## src/frp_pkg.sv

```systemverilog
// ----------------------------------------------------------------------------
// frp_pkg
// Shared types and constants for the framed packet receiver.
// ----------------------------------------------------------------------------
package frp_pkg;

  localparam logic [7:0] HEADER_BYTE  = 8'hAA;
  localparam logic [7:0] LENGTH_LIMIT = 8'd250;

  localparam logic [7:0] OWN_ADDR_RESET   = 8'h00;
  localparam logic [7:0] BCAST_ADDR_RESET = 8'hFF;

  // configuration register indexes
  localparam logic CFG_OWN_ADDRESS       = 1'b0;
  localparam logic CFG_BROADCAST_ADDRESS = 1'b1;

  // one result word
  typedef struct packed {
    logic       is_verdict;
    logic [7:0] payload_byte;
    logic [7:0] payload_index;
    logic [7:0] frame_id;
    logic [7:0] payload_length;
    logic       checksum_ok;
    logic [7:0] sum_first;
    logic [7:0] sum_second;
  } result_t;

endpackage

```

## src/frp_parser.sv

```systemverilog
// ----------------------------------------------------------------------------
// frp_parser
// Frame parse state, running sums and result formation for one byte.
// ----------------------------------------------------------------------------
module frp_parser (
  input  logic             clk,
  input  logic             rst,
  input  logic             fire,
  input  logic [7:0]       rx_byte,
  input  logic [7:0]       own_address,
  input  logic [7:0]       broadcast_address,
  output logic             res_valid,
  output frp_pkg::result_t res
);

  typedef enum logic [2:0] {
    PH_HUNT = 3'd0,
    PH_ADDR = 3'd1,
    PH_ID   = 3'd2,
    PH_LEN  = 3'd3,
    PH_DATA = 3'd4,
    PH_CK1  = 3'd5,
    PH_CK2  = 3'd6
  } phase_t;

  phase_t     phase, phase_next;
  logic [7:0] remaining, remaining_next;
  logic [7:0] position, position_next;
  logic [7:0] frame_id, frame_id_next;
  logic [7:0] length, length_next;
  logic [7:0] sum1, sum1_next;
  logic [7:0] sum2, sum2_next;
  logic [7:0] check1, check1_next;

  logic [7:0] abs_sum1;
  logic [7:0] abs_sum2;
  logic [7:0] hdr_sum2;

  // sums after absorbing the current byte
  assign abs_sum1 = 8'(sum1 + rx_byte);
  assign abs_sum2 = 8'(sum2 + abs_sum1);
  // header byte restarts both sums from zero
  assign hdr_sum2 = rx_byte;

  always_comb begin
    phase_next     = phase;
    remaining_next = remaining;
    position_next  = position;
    frame_id_next  = frame_id;
    length_next    = length;
    sum1_next      = sum1;
    sum2_next      = sum2;
    check1_next    = check1;
    res_valid      = 1'b0;
    res.is_verdict     = 1'b0;
    res.payload_byte   = 8'd0;
    res.payload_index  = 8'd0;
    res.frame_id       = frame_id;
    res.payload_length = length;
    res.checksum_ok    = 1'b0;
    res.sum_first      = sum1;
    res.sum_second     = sum2;
    case (phase)
      PH_HUNT: begin
        if (rx_byte == frp_pkg::HEADER_BYTE) begin
          sum1_next  = rx_byte;
          sum2_next  = hdr_sum2;
          phase_next = PH_ADDR;
        end
      end
      PH_ADDR: begin
        if (rx_byte == own_address || rx_byte == broadcast_address) begin
          sum1_next  = abs_sum1;
          sum2_next  = abs_sum2;
          phase_next = PH_ID;
        end else begin
          phase_next = PH_HUNT;
        end
      end
      PH_ID: begin
        frame_id_next = rx_byte;
        sum1_next     = abs_sum1;
        sum2_next     = abs_sum2;
        phase_next    = PH_LEN;
      end
      PH_LEN: begin
        if (rx_byte < frp_pkg::LENGTH_LIMIT) begin
          length_next    = rx_byte;
          remaining_next = rx_byte;
          position_next  = 8'd0;
          sum1_next      = abs_sum1;
          sum2_next      = abs_sum2;
          // empty payload skips straight to the check bytes
          phase_next     = (rx_byte == 8'd0) ? PH_CK1 : PH_DATA;
        end else begin
          phase_next = PH_HUNT;
        end
      end
      PH_DATA: begin
        if (remaining == 8'd0) begin
          phase_next = PH_HUNT;
        end else begin
          sum1_next          = abs_sum1;
          sum2_next          = abs_sum2;
          position_next      = 8'(position + 8'd1);
          remaining_next     = 8'(remaining - 8'd1);
          phase_next         = (remaining == 8'd1) ? PH_CK1 : PH_DATA;
          res_valid          = 1'b1;
          res.payload_byte   = rx_byte;
          res.payload_index  = position;
          res.sum_first      = abs_sum1;
          res.sum_second     = abs_sum2;
        end
      end
      PH_CK1: begin
        check1_next = rx_byte;
        phase_next  = PH_CK2;
      end
      PH_CK2: begin
        phase_next      = PH_HUNT;
        res_valid       = 1'b1;
        res.is_verdict  = 1'b1;
        res.checksum_ok = (check1 == sum1) && (rx_byte == sum2);
      end
      default: begin
        phase_next = PH_HUNT;
      end
    endcase
  end

  always_ff @(posedge clk) begin
    if (rst) begin
      phase     <= PH_HUNT;
      remaining <= 8'd0;
      position  <= 8'd0;
      frame_id  <= 8'd0;
      length    <= 8'd0;
      sum1      <= 8'd0;
      sum2      <= 8'd0;
      check1    <= 8'd0;
    end else if (fire) begin
      phase     <= phase_next;
      remaining <= remaining_next;
      position  <= position_next;
      frame_id  <= frame_id_next;
      length    <= length_next;
      sum1      <= sum1_next;
      sum2      <= sum2_next;
      check1    <= check1_next;
    end
  end

endmodule

```

## src/frp_out_reg.sv

```systemverilog
// ----------------------------------------------------------------------------
// frp_out_reg
// Result register on the output channel.
// ----------------------------------------------------------------------------
module frp_out_reg (
  input  logic             clk,
  input  logic             rst,
  input  logic             load,
  input  logic             load_valid,
  input  frp_pkg::result_t load_res,
  input  logic             res_stall,
  output logic             res_valid,
  output frp_pkg::result_t res
);

  always_ff @(posedge clk) begin
    if (rst) begin
      res_valid <= 1'b0;
    end else if (load) begin
      res_valid <= load_valid;
    end else if (!res_stall) begin
      res_valid <= 1'b0;
    end
  end

  always_ff @(posedge clk) begin
    if (load && load_valid) begin
      res <= load_res;
    end
  end

endmodule

```

## src/framed_packet_receiver.sv

```systemverilog
// ----------------------------------------------------------------------------
// framed_packet_receiver
// Byte-serial frame parser with header, address, id, length and two-byte
// running-sum check; emits each payload byte and an end-of-frame verdict.
// ----------------------------------------------------------------------------
// Takes one byte per clock while rx_stall is low: each accepted rx word
// is registered in an input register, then the parse step updates the
// frame state and, for a payload byte or the second check byte, loads the
// result register that drives res_valid. rx_stall rises only while a byte
// waits in the input register behind a result that res_stall holds.
// own_address and broadcast_address are checked on the address byte of
// each frame.
module framed_packet_receiver (
  input  logic       clk,
  input  logic       rst,
  input  logic       cfg_write,
  input  logic       cfg_index,
  input  logic [7:0] cfg_data,
  input  logic       rx_valid,
  output logic       rx_stall,
  input  logic [7:0] rx_byte,
  output logic       res_valid,
  input  logic       res_stall,
  output logic       is_verdict,
  output logic [7:0] payload_byte,
  output logic [7:0] payload_index,
  output logic [7:0] frame_id,
  output logic [7:0] payload_length,
  output logic       checksum_ok,
  output logic [7:0] sum_first,
  output logic [7:0] sum_second
);

  logic [7:0] own_address;
  logic [7:0] broadcast_address;

  logic       byte_valid;
  logic [7:0] byte_hold;
  logic       fire;

  logic             step_valid;
  frp_pkg::result_t step_res;
  frp_pkg::result_t out_res;

  always_ff @(posedge clk) begin
    if (rst) begin
      own_address       <= frp_pkg::OWN_ADDR_RESET;
      broadcast_address <= frp_pkg::BCAST_ADDR_RESET;
    end else if (cfg_write) begin
      case (cfg_index)
        frp_pkg::CFG_OWN_ADDRESS:       own_address       <= cfg_data;
        frp_pkg::CFG_BROADCAST_ADDRESS: broadcast_address <= cfg_data;
        default: ;
      endcase
    end
  end

  // parse step runs when the result register can take its output
  assign fire     = byte_valid && (!res_valid || !res_stall);
  assign rx_stall = byte_valid && !fire;

  always_ff @(posedge clk) begin
    if (rst) begin
      byte_valid <= 1'b0;
    end else if (!rx_stall) begin
      byte_valid <= rx_valid;
    end
  end

  always_ff @(posedge clk) begin
    if (rx_valid && !rx_stall) begin
      byte_hold <= rx_byte;
    end
  end

  frp_parser u_parser (
    .clk               (clk),
    .rst               (rst),
    .fire              (fire),
    .rx_byte           (byte_hold),
    .own_address       (own_address),
    .broadcast_address (broadcast_address),
    .res_valid         (step_valid),
    .res               (step_res)
  );

  frp_out_reg u_out_reg (
    .clk        (clk),
    .rst        (rst),
    .load       (fire),
    .load_valid (step_valid),
    .load_res   (step_res),
    .res_stall  (res_stall),
    .res_valid  (res_valid),
    .res        (out_res)
  );

  assign is_verdict     = out_res.is_verdict;
  assign payload_byte   = out_res.payload_byte;
  assign payload_index  = out_res.payload_index;
  assign frame_id       = out_res.frame_id;
  assign payload_length = out_res.payload_length;
  assign checksum_ok    = out_res.checksum_ok;
  assign sum_first      = out_res.sum_first;
  assign sum_second     = out_res.sum_second;

endmodule
```

## config.mk

```make
export PLATFORM = sky130hd
export DESIGN_NAME = framed_packet_receiver
export DESIGN_NICKNAME = d
export VERILOG_FILES = /design/src/frp_pkg.sv /design/src/frp_parser.sv /design/src/frp_out_reg.sv /design/src/framed_packet_receiver.sv
export SDC_FILE = /design/constraint.sdc
export NUM_CORES = 1
export LEC_CHECK = 0
export BUFFER_PORTS_ARGS = -buffer_cell sky130_fd_sc_hd__buf_2
export CAP_MARGIN = 30
export CORE_MARGIN = 4
export CORE_UTILIZATION = 30
export DETAILED_ROUTE_END_ITERATION = 10
export GPL_TIMING_DRIVEN = 0
export PLACE_DENSITY_LB_ADDON = 0.1
export SLEW_MARGIN = 5
export SYNTH_ARGS = -nofsm -noshare
export SYNTH_HDL_FRONTEND = slang
export SYNTH_SLANG_ARGS = --single-unit
```

## constraint.sdc

```tcl
create_clock -name clk -period 7.5 [get_ports clk]
set_input_delay 1.5 -clock clk [delete_from_list [all_inputs] [get_ports clk]]
set_output_delay 1.5 -clock clk [all_outputs]
set_load 0.01 [all_outputs]
```

==> results_dict.tcl <==
set metrics [dict create \
    wl_met2_um 7660 \
    design.core.area_um2 21100 \
    synthMuxAreaShare 0.0391 \
    synth-xor-area-share 0.0678 \
    drt_wl_total_um 17500 \
    crit_type "reg -> reg" \
    cap_violations 0 \
    synth_area_leaders "edfxtp_1, dfxtp_1, nand2_1" \
    cts.sinks 135 \
    drtIter0Drc 287 \
    switching_power_uw 402 \
    cts_hold_buf 0 \
    drt-met1-wl_um 8720 \
    drt_pass1_iterations 5 \
    power_frac_seq 0.459 \
    cp_max_fo 3 \
    drive_gt1_frac 0.191 \
    vias_per_cell 4.89 \
    async_reset_ff_frac 0 \
    ir_worst_vdd_v 0.000147 \
    synth_top_family_by_area "simple AND/OR/NAND/NOR gates" \
    grt-ovfl-total 0 \
    clkTransAtPathRegs_ps 60 \
    yosysTopAreaCell "edfxtp_1" \
    grt_start_max_net_pins 27 \
    syn2layout_area_growth_pct 20.2 \
    endpoint_kind "register" \
    rsz0062_at_grt "no" \
    setup_tns_ps 0 \
    start_util 0.306 \
    fmax_mhz 272 \
    fin_ws_ps 3830 \
    combPwrFrac 0.058 \
    grt.total_usage 0.148 \
    htreeDepth 4 \
    cts_buffer_depth 2 \
    swShare 0.237 \
    synth_edf_count 58 \
    synth_area_um2 6460 \
    chipHeight_um 155 \
    hold_viol 0 \
    slew_headroom 0.458 \
    clk_root_buffer_cell "clkbuf_16" \
    syn-num-nets 673 \
    synthCells 632 \
    synth_cell_types 66 \
    final_max_slew_viol_count 0 \
    placed_cell_area_um2 7180 \
    ys.flop_type "dfxtp_1" \
    finalSetupViolations 0 \
    yosysMostFrequentCell "nand2_1" \
    core.rowCount 53 \
    synthTopCellsByCount "nand2_1, dfxtp_1, edfxtp_1" \
    antenna_found_initial 0 \
    via_count 4950 \
    p_leak_nw 2.99 \
    pre_cts_slack_ps 3900 \
    cp-start-kind "register" \
    synth_fa_ha_area_frac 0.0391 \
    insertion_delay_ps 420 \
    p_per_area_nw_per_um2 219 \
    internal-power_mw 1.30 \
    synth-simple-area-share 0.173 \
    arrival_ps 3830 \
    r2r_slack_ps 3830 \
    layout.nets 765 \
    finalCritPeriodShare 0.490 \
    fillers 2179 \
    ys_warn_count 0 \
    min_path_type "reg -> reg" \
    postRouteAntennaNets 0 \
    synth_compound_area_frac 0.134 \
    period_needed_ps 3670 \
    place.gp.congestion 0.810 \
    routed.top_layer "met4" \
    n_antenna_cell 0 \
    finalPower_mw 1.70 \
    cts_buffers 17 \
    die_width_um 155 \
    dpl.hpwl_um 12600 \
    crit_required_ps 7650 \
    portBuffers 72 \
    cts_resized 0 \
    yosysTopAreaCellShare 0.270 \
    wl_met3_um 815 \
    whs_ps 433 \
    ys_seq_elements 135 \
    fin_area_um2 7760 \
    grt_pass1_wl_um 27500 \
    post_cts_buffers 0 \
    clockPowerShare 0.483 \
    synth_area_per_cell_um2 10.2 \
    status "completed" \
    drc 0 \
    wl_per_cell_um 17.3 \
    die_area_um2 23900 \
    grt_pass1_vias 5041 \
    ios 74 \
    tritoncts "yes" \
    yosysSeqAreaShare 0.509 \
    worst_slew_pin_slew_ps 808 \
    finalClockSkew_ps 10.8 \
]
==> through the flow <==
step,std cells,utilization
4_1_cts,1012,0.368
6_report,1012,0.368
5_1_grt,1012,0.368
2_1_floorplan,632,-
3_5_place_dp,980,0.341
3_3_place_gp,979,0.340
==> layer usage <==
metal	up-vias	global-route usage
met5	-	0
met4	0	0.0496
met3	19	0.0347
met2	118	0.228
met1	2360	0.204
li1	2453	-
==> state kept, by name, summed over array words and instances, names as in the netlist <==
name                 count
u_out_reg.res           50
broadcast_address        8
byte_hold                8
own_address              8
u_parser.check1          8
u_parser.frame_id        8
u_parser.length          8
u_parser.position        8
u_parser.remaining       8
u_parser.sum1            8
u_parser.sum2            8
u_parser.phase           3
byte_valid               1
u_out_reg.res_valid      1
==> logic make-up after synthesis <==
family          after synthesis
mux                          25
buf+inv                      49
simple gates                227
flops                       135
xor+xnor                     50
compound gates              127
fa+ha+maj                    19
==> placed cells by master (no fill, tap or decap), types with 4 or more instances in the layout <==
cell type   n
a211o_1     8
a21o_1      5
a21oi_1    38
a22oi_1     4
a2bb2oi_1   4
and3_1     26
buf_2      81
buf_6       6
clkbuf_1   20
clkbuf_16  17
clkinv_4    4
dfxtp_1    77
edfxtp_1   58
ha_1       17
inv_1      11
mux2i_1    23
nand2_1    81
nand3_1    16
nand4_1     6
nor2_1     55
nor3_1      5
nor4_1      7
o211ai_1    6
o21ai_0    27
o21ai_1     5
or3_1       5
xnor2_1    21
xor2_1     29
==> power groups by stage <==
stage	registers (mW)	logic, mW	clock network [mW]
after detailed placement	0.796	0.0993	0
final	0.780	0.0991	0.819
after floorplan	0.792	0.0645	0
after CTS	0.780	0.0997	0.839
after global placement	0.795	0.0982	0
after global routing	0.780	0.109	0.872
==> final timing paths <==
check	from	to	depth (start not counted)
worst max-delay path	byte_hold[0]$_DFFE_PP_	u_out_reg.res[7]$_DFFE_PP_	14
worst min-delay path	u_parser.frame_id[6]$_SDFFE_PP0P_	u_out_reg.res[31]$_DFFE_PP_	0
worst max register to register	byte_hold[0]$_DFFE_PP_	u_out_reg.res[7]$_DFFE_PP_	14
worst min register to register	u_parser.frame_id[6]$_SDFFE_PP0P_	u_out_reg.res[31]$_DFFE_PP_	0
==> worst max-delay path: stages (launching register included) <==
cell and delay [ps]:
edfxtp_1 420, ha_1 270, fa_1 410, a21o_1 180
a21oi_1 220, o21bai_1 110, a21oi_1 210, xnor2_1 290
ha_1 370, a21oi_1 200, o21ai_0 100, and2_1 220
xor2_1 140, nand2_1 80, xnor2_1 190
==> area by class of cell <==
class | instances | area, µm² | area share
plain buffers | 37 | 199 | 0.0256
clock buffers | 17 | 425 | 0.0548
clock inverters | 15 | 153 | 0.0197
inverters | 12 | 45.0 | 0.00581
multi-input cells | 448 | 2930 | 0.378
flip-flops and latches | 135 | 3280 | 0.423
well taps | 275 | 344 | 0.0443
repair buffers | 73 | 380 | 0.0490
(Power assumes the default switching activity.)
